### src/hw/rtl/mfrb_pkg.sv
package mfrb_pkg;

	localparam int NumChannels = 4;
	localparam int FifoDepth   = 8;

	localparam logic [7:0] AddrEnable    = 8'h20;
	localparam logic [7:0] AddrPending   = 8'h24;
	localparam logic [7:0] AddrCountBase = 8'h60;
	localparam logic [7:0] AddrFifoBase  = 8'h70;

	localparam logic [31:0] CountMask = 32'h0000_000f;

	typedef enum logic {
		CMD_READ  = 1'b0,
		CMD_WRITE = 1'b1
	} cmd_t;

	typedef enum logic [1:0] {
		ST_OK       = 2'd0,
		ST_FULL     = 2'd1,
		ST_EMPTY    = 2'd2,
		ST_UNMAPPED = 2'd3
	} status_t;

	typedef struct packed {
		logic        cmd;
		logic [7:0]  address;
		logic [31:0] write_data;
	} req_t;

	typedef struct packed {
		logic [31:0] read_data;
		status_t     access_status;
		logic        irq;
	} rsp_t;

endpackage

### src/hw/rtl/mailbox_fifo_register_block.sv
// channel  | signals                        | beat contents
// ---------+--------------------------------+-----------------------------------
// request  | req_valid, req_stall, req      | cmd, address, write_data
// response | rsp_valid, rsp_stall, rsp      | read_data, access_status, irq
//
// one access per cycle while the response side does not stall; a response is
// registered first in the memory-read stage, where the message memory is
// read, and then in the output register
// reset clears pointers, fill counts, enable and pending at once; the message
// memory is not cleared, a pop only ever reaches words that were pushed
// a stalled response holds the memory-read stage, which then stalls requests
module mailbox_fifo_register_block #(
	parameter int NUM_CHANNELS = mfrb_pkg::NumChannels,
	parameter int FIFO_DEPTH   = mfrb_pkg::FifoDepth
) (
	input  logic            clk,
	input  logic            arst_n,
	input  logic            req_valid,
	output logic            req_stall,
	input  mfrb_pkg::req_t  req,
	output logic            rsp_valid,
	input  logic            rsp_stall,
	output mfrb_pkg::rsp_t  rsp
);

	localparam int CH_W      = (NUM_CHANNELS > 1) ? $clog2(NUM_CHANNELS) : 1;
	localparam int CNT_W     = $clog2(FIFO_DEPTH + 1);
	localparam int PTR_W     = $clog2(FIFO_DEPTH);
	localparam int SUM_W     = CNT_W + 1;
	localparam int MEM_DEPTH = NUM_CHANNELS * FIFO_DEPTH;
	localparam int MEM_AW    = (MEM_DEPTH > 1) ? $clog2(MEM_DEPTH) : 1;
	localparam logic [5:0] NCH6 = 6'(NUM_CHANNELS);

	function automatic logic [31:0] spread_bits(input logic [NUM_CHANNELS-1:0] bits);
		logic [31:0] v;
		v = '0;
		for (int p = 0; p < NUM_CHANNELS; p++) begin
			v[2*p] = bits[p];
		end
		return v;
	endfunction

	function automatic logic [NUM_CHANNELS-1:0] gather_bits(input logic [31:0] word);
		logic [NUM_CHANNELS-1:0] v;
		for (int p = 0; p < NUM_CHANNELS; p++) begin
			v[p] = word[2*p];
		end
		return v;
	endfunction

	// state
	logic [CNT_W-1:0]        fill_q [NUM_CHANNELS];
	logic [PTR_W-1:0]        rd_ptr_q [NUM_CHANNELS];
	logic [NUM_CHANNELS-1:0] en_q;
	logic [NUM_CHANNELS-1:0] pend_q;
	logic [31:0]             mem [MEM_DEPTH];

	// memory-read stage
	logic                s1_valid_q;
	logic                pop_s1;
	mfrb_pkg::status_t   status_s1;
	logic [31:0]         rdata_s1;
	logic                irq_s1;
	logic [31:0]         mem_rd_s1;

	// output register
	logic            rsp_valid_q;
	mfrb_pkg::rsp_t  rsp_q;

	logic req_acc;
	logic s1_adv;

	// decode
	logic                    is_wr;
	logic                    aligned;
	logic [7:0]              fifo_off;
	logic [7:0]              cnt_off;
	logic                    in_fifo_win;
	logic                    in_cnt_win;
	logic                    fifo_hit;
	logic                    cnt_hit;
	logic [CH_W-1:0]         ch;
	logic [CNT_W-1:0]        cnt;
	logic [PTR_W-1:0]        rp;
	logic [SUM_W-1:0]        pos_sum;
	logic [PTR_W-1:0]        wr_pos;
	logic [PTR_W-1:0]        rp_next;
	logic                    full;
	logic                    empty;
	logic                    do_push;
	logic                    do_pop;
	logic [MEM_AW-1:0]       ch_base;
	logic [MEM_AW-1:0]       wr_addr;
	logic [MEM_AW-1:0]       rd_addr;
	logic [NUM_CHANNELS-1:0] en_nx;
	logic [NUM_CHANNELS-1:0] pend_nx;
	mfrb_pkg::status_t       status_nx;
	logic [31:0]             rdata_nx;

	assign s1_adv    = s1_valid_q && (!rsp_valid_q || !rsp_stall);
	assign req_stall = s1_valid_q && !s1_adv;
	assign req_acc   = req_valid && !req_stall;

	always_comb begin
		is_wr       = (req.cmd == mfrb_pkg::CMD_WRITE);
		aligned     = (req.address[1:0] == 2'b00);
		fifo_off    = req.address - mfrb_pkg::AddrFifoBase;
		cnt_off     = req.address - mfrb_pkg::AddrCountBase;
		// the fifo window wins wherever the two windows would overlap
		in_fifo_win = aligned && (req.address >= mfrb_pkg::AddrFifoBase);
		in_cnt_win  = aligned && !in_fifo_win && (req.address >= mfrb_pkg::AddrCountBase);
		fifo_hit    = in_fifo_win && (fifo_off[7:2] < NCH6);
		cnt_hit     = in_cnt_win && (cnt_off[7:2] < NCH6);
		ch          = in_fifo_win ? fifo_off[CH_W+1:2] : cnt_off[CH_W+1:2];

		cnt     = fill_q[ch];
		rp      = rd_ptr_q[ch];
		pos_sum = SUM_W'(rp) + SUM_W'(cnt);
		wr_pos  = (pos_sum >= SUM_W'(FIFO_DEPTH)) ? PTR_W'(pos_sum - SUM_W'(FIFO_DEPTH))
		                                          : PTR_W'(pos_sum);
		rp_next = (rp == PTR_W'(FIFO_DEPTH - 1)) ? '0 : PTR_W'(rp + 1'b1);
		full    = (cnt == CNT_W'(FIFO_DEPTH));
		empty   = (cnt == '0);
		do_push = fifo_hit && is_wr && !full;
		do_pop  = fifo_hit && !is_wr && !empty;
		ch_base = MEM_AW'(ch) * MEM_AW'(FIFO_DEPTH);
		wr_addr = ch_base + MEM_AW'(wr_pos);
		rd_addr = ch_base + MEM_AW'(rp);

		en_nx     = en_q;
		pend_nx   = pend_q;
		status_nx = mfrb_pkg::ST_UNMAPPED;
		rdata_nx  = '0;
		if (req.address == mfrb_pkg::AddrEnable) begin
			status_nx = mfrb_pkg::ST_OK;
			if (is_wr) begin
				en_nx = gather_bits(req.write_data);
			end else begin
				rdata_nx = spread_bits(en_q);
			end
		end else if (req.address == mfrb_pkg::AddrPending) begin
			status_nx = mfrb_pkg::ST_OK;
			if (is_wr) begin
				pend_nx = pend_q & ~gather_bits(req.write_data);
			end else begin
				rdata_nx = spread_bits(pend_q);
			end
		end else if (fifo_hit) begin
			if (is_wr) begin
				status_nx = full ? mfrb_pkg::ST_FULL : mfrb_pkg::ST_OK;
				if (!full) begin
					pend_nx = pend_q | (NUM_CHANNELS'(1) << ch);
				end
			end else begin
				status_nx = empty ? mfrb_pkg::ST_EMPTY : mfrb_pkg::ST_OK;
			end
		end else if (cnt_hit) begin
			status_nx = mfrb_pkg::ST_OK;
			if (!is_wr) begin
				rdata_nx = 32'(cnt) & mfrb_pkg::CountMask;
			end
		end
	end

	always_ff @(posedge clk or negedge arst_n) begin
		if (!arst_n) begin
			for (int i = 0; i < NUM_CHANNELS; i++) begin
				fill_q[i]   <= '0;
				rd_ptr_q[i] <= '0;
			end
			en_q   <= '0;
			pend_q <= '0;
		end else if (req_acc) begin
			en_q   <= en_nx;
			pend_q <= pend_nx;
			if (do_push) begin
				fill_q[ch] <= CNT_W'(cnt + 1'b1);
			end else if (do_pop) begin
				fill_q[ch]   <= CNT_W'(cnt - 1'b1);
				rd_ptr_q[ch] <= rp_next;
			end
		end
	end

	// message memory: one write port, one registered read port
	always_ff @(posedge clk) begin
		if (req_acc && do_push) begin
			mem[wr_addr] <= req.write_data;
		end
		if (req_acc && do_pop) begin
			mem_rd_s1 <= mem[rd_addr];
		end
	end

	always_ff @(posedge clk or negedge arst_n) begin
		if (!arst_n) begin
			s1_valid_q <= 1'b0;
		end else if (req_acc) begin
			s1_valid_q <= 1'b1;
		end else if (s1_adv) begin
			s1_valid_q <= 1'b0;
		end
	end

	always_ff @(posedge clk) begin
		if (req_acc) begin
			pop_s1    <= do_pop;
			status_s1 <= status_nx;
			rdata_s1  <= rdata_nx;
			irq_s1    <= |(en_nx & pend_nx);
		end
	end

	always_ff @(posedge clk or negedge arst_n) begin
		if (!arst_n) begin
			rsp_valid_q <= 1'b0;
		end else if (s1_adv) begin
			rsp_valid_q <= 1'b1;
		end else if (!rsp_stall) begin
			rsp_valid_q <= 1'b0;
		end
	end

	always_ff @(posedge clk) begin
		if (s1_adv) begin
			rsp_q.read_data     <= pop_s1 ? mem_rd_s1 : rdata_s1;
			rsp_q.access_status <= status_s1;
			rsp_q.irq           <= irq_s1;
		end
	end

	assign rsp_valid = rsp_valid_q;
	assign rsp       = rsp_q;

`ifndef SYNTHESIS
	// a held memory-read stage must block new requests
	a_stall_when_blocked: assert property (@(posedge clk) disable iff (!arst_n)
		(s1_valid_q && !s1_adv) |-> req_stall)
		else $error("request taken while read stage is blocked");

	// a pop that read the memory always reports ok
	a_pop_status_ok: assert property (@(posedge clk) disable iff (!arst_n)
		(s1_valid_q && pop_s1) |-> (status_s1 == mfrb_pkg::ST_OK))
		else $error("memory pop with non-ok status");

	// a push to a full fifo leaves pending alone and reports full
	a_full_push: assert property (@(posedge clk) disable iff (!arst_n)
		(req_acc && fifo_hit && is_wr && full)
		|=> (status_s1 == mfrb_pkg::ST_FULL) && $stable(pend_q))
		else $error("push to full fifo not dropped");

	// an accepted beat occupies the read stage on the next cycle
	a_accept_fills_s1: assert property (@(posedge clk) disable iff (!arst_n)
		req_acc |=> s1_valid_q)
		else $error("accepted beat lost before read stage");
`endif

endmodule

### config.mk
export PLATFORM = sky130hd
export DESIGN_NAME = mailbox_fifo_register_block
export DESIGN_NICKNAME = d
export VERILOG_FILES = /design/src/hw/rtl/mfrb_pkg.sv /design/src/hw/rtl/mailbox_fifo_register_block.sv
export SDC_FILE = /design/constraint.sdc
export NUM_CORES = 1
export LEC_CHECK = 0
export ABC_CLOCK_PERIOD_IN_PS = 5300
export BUFFER_PORTS_ARGS = -buffer_cell sky130_fd_sc_hd__buf_2
export CAP_MARGIN = 20
export CORE_ASPECT_RATIO = 0.7
export CORE_UTILIZATION = 30
export DETAILED_ROUTE_END_ITERATION = 10
export PLACE_DENSITY = 0.55
export SETUP_SLACK_MARGIN = 0.3
export SLEW_MARGIN = 20
export SYNTH_ARGS = -nofsm -noshare
export SYNTH_HDL_FRONTEND = slang
export SYNTH_SLANG_ARGS = --single-unit
### constraint.sdc
create_clock -name clk -period 5.3 [get_ports clk]
set_input_delay 0.265 -clock clk [delete_from_list [all_inputs] [get_ports clk]]
set_output_delay 0.265 -clock clk [all_outputs]
set_load 0.01 [all_outputs]
# ---- Word level (Yosys, flattened, before mapping)
# Memories as Yosys holds them, arrays and structs flattened. A register that Yosys moved wholly into a read port is not among the register bits.
# Index checks and enable logic that the tools add are counted.
dict set report op_classes {
  bitwise 6
  n_shift 1
  n_mux 45
  n_eq_ne 5
  reduce_logical 32
  n_lt_le_gt_ge 7
  addsub 9
}
# op n
set ops {}
lappend ops {{two-way mux 32 bit} 3}
lappend ops {{two-way mux 4 bit} 14}
lappend ops {{bitwise mux 16 bit} 2}
lappend ops {{two-way mux 16 bit} 2}
lappend ops {{equality test 8 x 6 -> 1 bit (second input constant)} 2}
lappend ops {{greater-or-equal comparator 8 x 7 -> 1 bit (second input constant)} 2}
lappend ops {{subtractor 8 x 7 -> 8 bit (second input constant)} 2}
lappend ops {{logical AND 1 bit} 15}
lappend ops {{two-way mux 3 bit} 5}
lappend ops {{two-way mux 7 bit} 2}
lappend ops {{bitwise mux 12 bit} 1}
lappend ops {{< comparator 6 x 3 -> 1 bit (second input constant)} 2}
lappend ops {{adder 5 x 3 -> 5 bit} 2}
lappend ops {{two-way mux 2 bit} 5}
lappend ops {{bitwise AND 4 bit} 2}
lappend ops {{binary-select mux 4 bit (select 2 bit)} 1}
lappend ops {{demux 4 bit (select 2 bit)} 1}
lappend ops {{zero test 1 bit} 8}
lappend ops {{two-way mux 1 bit} 7}
lappend ops {{binary-select mux 3 bit (select 2 bit)} 1}
lappend ops {{demux 3 bit (select 2 bit)} 1}
lappend ops {{adder 3 x 4 -> 5 bit} 1}
lappend ops {{greater-or-equal comparator 5 x 4 -> 1 bit (second input constant)} 1}
lappend ops {{adder 4 x 1 -> 4 bit (second input constant)} 1}
lappend ops {{other kinds (21)} 22}
dict set report totals {
  regBits 109
  memories 1
  in_bits 45
  word_cells 125
  mem_bits_rw 1024
}
# name words word_bits rd rd_clocked_by_memory_dff wr line_no
set mem_list {}
lappend mem_list {mem 32 32 1 1 1 mailbox_fifo_register_block.sv:56} ;# logic [31:0] mem [MEM_DEPTH];

# ---- Depth between registers and ports, before layout
dict set report logic_depth {
  depth_word 15
  ltp_mapped 12
}

# ---- Worst setup path after synthesis
# OpenSTA, ideal clock, no wires.
dict set report synth_timing {
  path_kind {input-to-reg}
  startpoint {input req[34] in the netlist's numbering}
  endpoint {memory mem[12][0], enable pin}
  setup_time_ps 421
  path_buffers 4
  arrival_ps 4388
  path_slack_ps 491
  t_required_ps 4879
  cell_stages 12
  path_cell_list {buf_6 > mux2_2 > mux2i_1 > inv_2 > buf_2 > clkbuf_1 > clkbuf_1 > ha_1 > fa_1 > xor2_1 > or4b_4 > nor2_1}
}
dict set report synth_between {
  elab_chain_len 13
}
# element line_no
set synth_rtl {}
lappend synth_rtl {{start, declared} mailbox_fifo_register_block.sv:20} ;# input mfrb_pkg::req_t req,
lappend synth_rtl {{branches (longest 13 deep; another with greater-or-equal comparator 8 x 7 -> 1 bit)} --}
lappend synth_rtl {{end, declared} mailbox_fifo_register_block.sv:56}
# Parallel ways; which one is timed is not known. The select of a mux whose other input is x is not followed.

# ---- Final worst setup path
dict set report layout_timing {
  startpoint {register fill_q[9] in the netlist's numbering}
  endpoint {memory mem[13][26], enable pin}
}
dict set report layout_between {
  elab_chain_len 9
}
# element line_no
set layout_rtl {}
lappend layout_rtl {{start, declared} mailbox_fifo_register_block.sv:52} ;# logic [CNT_W-1:0] fill_q [NUM_CHANNELS];
lappend layout_rtl {{start signal, assigned by index} mailbox_fifo_register_block.sv:177} ;# fill_q[ch] <= CNT_W'(cnt + 1'b1);
lappend layout_rtl {{start signal, assigned by index} mailbox_fifo_register_block.sv:179} ;# fill_q[ch] <= CNT_W'(cnt - 1'b1);
lappend layout_rtl {{binary-select mux 4 bit (select 2 bit) *} mailbox_fifo_register_block.sv:116} ;# cnt = fill_q[ch];
lappend layout_rtl {{two-way mux 4 bit (implied by the code) * (2 in series)} mailbox_fifo_register_block.sv:116}
lappend layout_rtl {{via cnt[1]} mailbox_fifo_register_block.sv:83} ;# logic [CNT_W-1:0] cnt;
lappend layout_rtl {{branches (longest 6 deep; another with adder 3 x 4 -> 5 bit)} --}
# Mark *: on every way through the listed nets, which the timed path passes. The select of a mux whose other input is x is not followed.

==> summary.md <==
| Metric | Value |
|---|---|
| Worst slew pin tran | `1.15 ns` |
| Gr ovfl total | `0` |
| Initial antenna violation count | `5` |
| Global routing usage on met3 | `3.58%` |
| Drt wl/cell | `23.8 um` |
| Ratio of cells with drive above 1 in the final layout | `12.1%` |
| Root Buffer | `clkbuf_16` |
| Routed Antenna Nets | `0` |
| Setup CP Type | `flip-flop to flip-flop` |
| Clock Sinks | `1139` |
| Most crowded layer after global routing | `met1` |
| Initial Utilization | `30.3%` |
| RSZ-0062 raised after global routing | `no` |
| Post-CTS Setup Inserts | `0` |
| Fillers | `14000` |
| Gpl congestion | `0.807` |
| Vias in the first global route | `24642` |
| Wirelength, routed | `125000 um` |
| Synthesized Nets | `3127` |
| Post-Synthesis Cells | `3075` |
| Post-route setup TNS | `0 ns` |
| Post-route cell area | `51200 um^2` |
| Final Util | `35.1%` |
| Worst hold path class | `input port to flip-flop` |
| 1st-iter DRT viols | `2860` |
| Die X | `461 um` |
| Layout Skew | `0.0298 ns` |
| H-tree Lvls | `3` |
| Via count | `26161` |
| # DRC | `0` |
| Number of synthesized flops with an enable pin | `1101` |
| Worst skew pair latency | `0.73 ns` |
| Library cells used by synthesis | `47` |
| Synthesized area | `44200 um^2` |
| Status | `completed` |
| Largest net degree at the start of global routing | `173` |
| PortBufs | `81` |
| Synth warnings | `0` |
| Fin crit share | `77.2%` |
| Post-synthesis sequential area ratio | `77.0%` |
| # setup viols final | `0` |
| Max IR drop VDD | `219 uV` |
| Worst endpoint data arrival time | `4.50 ns` |
| Area Growth Syn to Fin | `15.8%` |
| Power Dens Cells | `357 nW/um^2` |
| Placed Area | `47700 um^2` |
| Worst Setup Start Kind | `flip-flop` |
| Clk pin slew, worst setup/hold paths | `0.07 ns` |
| CTS buffer count | `104` |
| Syn Area/Cell | `14.4 um^2` |
| Fin. Hold Viols | `0` |
| Core region area | `146000 um^2` |
| Met1 usage | `25.5%` |
| WP data required | `5.71 ns` |
| Asr flop ratio synth | `3.34%` |
| Leakage | `16.6 nW` |
| Clock tree buffer depth | `3` |
| Layout Nets | `3221` |
| Final Max Slew Viols | `0` |
| I/O Pins | `82` |
| Max-slew headroom | `23.7%` |
| Seq cells post-synth | `1139` |
| Die area | `149000 um^2` |
| Fmax | `244 MHz` |
| CTS tree | `done` |
| CP max FO | `19` |
| Max-cap violation count | `0` |
| Vias/cell | `5.01` |
| Placed wire-length estimate | `72600 um` |
| Fin crit period | `4.09 ns` |
| Met2 Usage GRT | `23.9%` |
| First-pass GRT wire length | `180000 um` |
| Detailed Routing Iterations Pass 1 | `5` |
| Overall Global Routing Usage | `16.6%` |
| CP Capture Type | `flip-flop` |
| FP Rows | `117` |
| Dominant synthesized flop cell | `edfxtp_1` |
| Chip Height | `323 um` |
## layer usage
metal | wire length, um | part of all wire (%)
met1 | 59000 | 47
met2 | 53300 | 43
met3 | 10100 | 8.1
met4 | 2100 | 1.7
met5 | 0 | 0
## worst max-delay path, cell delays in order, from the launching register on
cell      delay, ns
dfrtp_1        0.35
mux4_2         0.35
inv_1          0.08
ha_1           0.22
nor2b_1        0.23
a211oi_4       0.51
and2_1         0.59
nand4b_1       0.51
nor2_4         0.64
buf_12         0.26
## repair_timing
item                      4_1_cts  5_1_grt
hold buffers                    4        0
resized for setup               0        0
hold endpoints to repair       40        0
## sequential cells by signal, summed over array words and instances (netlist names), named ones only
signal      cells
pend_q          4
mem_rd_s1      32
status_s1       2
irq_s1          1
s1_valid_q      1
rsp_valid       1
rdata_s1        6
fill_q         12
en_q            4
rd_ptr_q       12
pop_s1          1
mem          1024
rsp            35
## power by group
part	internal (mW)	switching, mW	total [mW]
logic	0.121	0.403	0.524
registers	9.90	0.0150	9.92
clock network	4.40	3.40	7.81
total	14.4	3.82	18.2
## layout by cell type (no fill, tap or decap), drive strengths merged, types with 5 or more instances in the layout
| cell type | netlist | layout |
|---|---|---|
| edfxtp | 1101 | 1101 |
| nand2 | 825 | 825 |
| nand3 | 257 | 257 |
| buf | 42 | 166 |
| a31oi | 158 | 158 |
| mux2i | 143 | 143 |
| clkbuf | 140 | 131 |
| nand4 | 72 | 72 |
| nor2 | 46 | 46 |
| clkinv | 0 | 40 |
| dfrtp | 38 | 38 |
| a22oi | 37 | 37 |
| and3 | 35 | 35 |
| a32oi | 32 | 32 |
| and2 | 30 | 30 |
| mux2 | 25 | 25 |
| o21ai | 17 | 17 |
| bufinv | 0 | 15 |
| inv | 8 | 14 |
| nor3 | 7 | 7 |
| mux4 | 6 | 6 |
| ha | 6 | 6 |
| nor2b | 5 | 5 |
## metrics by stage
step	instances	hold slack [ns]	total power, mW	setup WS [ns]
global placement	5022	0.404	10.6	0.894
global route	5222	0.0687	18.7	1.02
finish	5223	0.0644	18.2	1.21
CTS	5221	0.0197	18.4	1.21
floorplan	3075	-0.0306	10.3	0.491
detailed placement	5022	0.405	10.6	0.858
## Yosys cell counts, drive strengths merged (2+ instances only)
cell,number,area [um^2]
nor3,7,35.0
nand4b,4,35.0
edfxtp,1101,33100
xor2,4,35.0
a22oi,37,278
mux4,6,135
a21oi,4,20.0
a211oi,4,42.5
nand2b,3,18.8
o21ai,17,85.1
nand3,257,1290
nand4,72,450
dfrtp,38,951
a32oi,32,280
clkbuf,140,526
buf,42,201
nand2,825,3100
inv,8,30.0
a31oi,158,988
ha,6,75.1
nor2b,5,31.3
and2,30,188
or4b,2,27.5
mux2i,143,1430
xnor2,4,35.0
nor2,46,173
a21boi,2,15.0
a22o,4,35.0
o211ai,2,15.0
mux2,25,282
and3,35,219
## path summary, 6_finish.rpt
path                                           to                  start  depth (start not counted)  slack [ns]
max                         mem[13][26]$_DFFE_PP_  fill_q[9]$_DFFE_PN0P_                          9        1.21
min in group asynchronous  s1_valid_q$_DFFE_PN0P_                 arst_n                          2        0.26
min reg2reg                      rsp[0]$_DFFE_PP_       irq_s1$_DFFE_PP_                          0        0.42
max in group asynchronous   fill_q[3]$_DFFE_PN0P_                 arst_n                          2        4.46
min                          mem[5][29]$_DFFE_PP_                req[29]                          1        0.06
max reg2reg                 mem[13][26]$_DFFE_PP_  fill_q[9]$_DFFE_PN0P_                          9        1.21
## area by class of cell
cell class                 instances  area [um^2]  area share [%]
sequential                      1139        34000            66.5
clock buffer                     131         2730            5.34
clock inverter                    64          742            1.45
antenna                            2         5.00         0.00978
multi-input combinational       1746         9760            19.1
inverter                           8         37.5          0.0733
timing repair buffer             170         1430            2.80
tap                             1963         2460            4.80
## cell families after synthesis
group           Yosys count  share of synthesized area [%]
compound gates          266                           4.10
xor+xnor                  8                          0.159
fa+ha+maj                 7                          0.215
buf+inv                 190                           1.71
flops                  1139                           77.0
mux                     174                           4.18
simple gates           1291                           12.7
No activity file was read; power rests on OpenSTA's default activity.
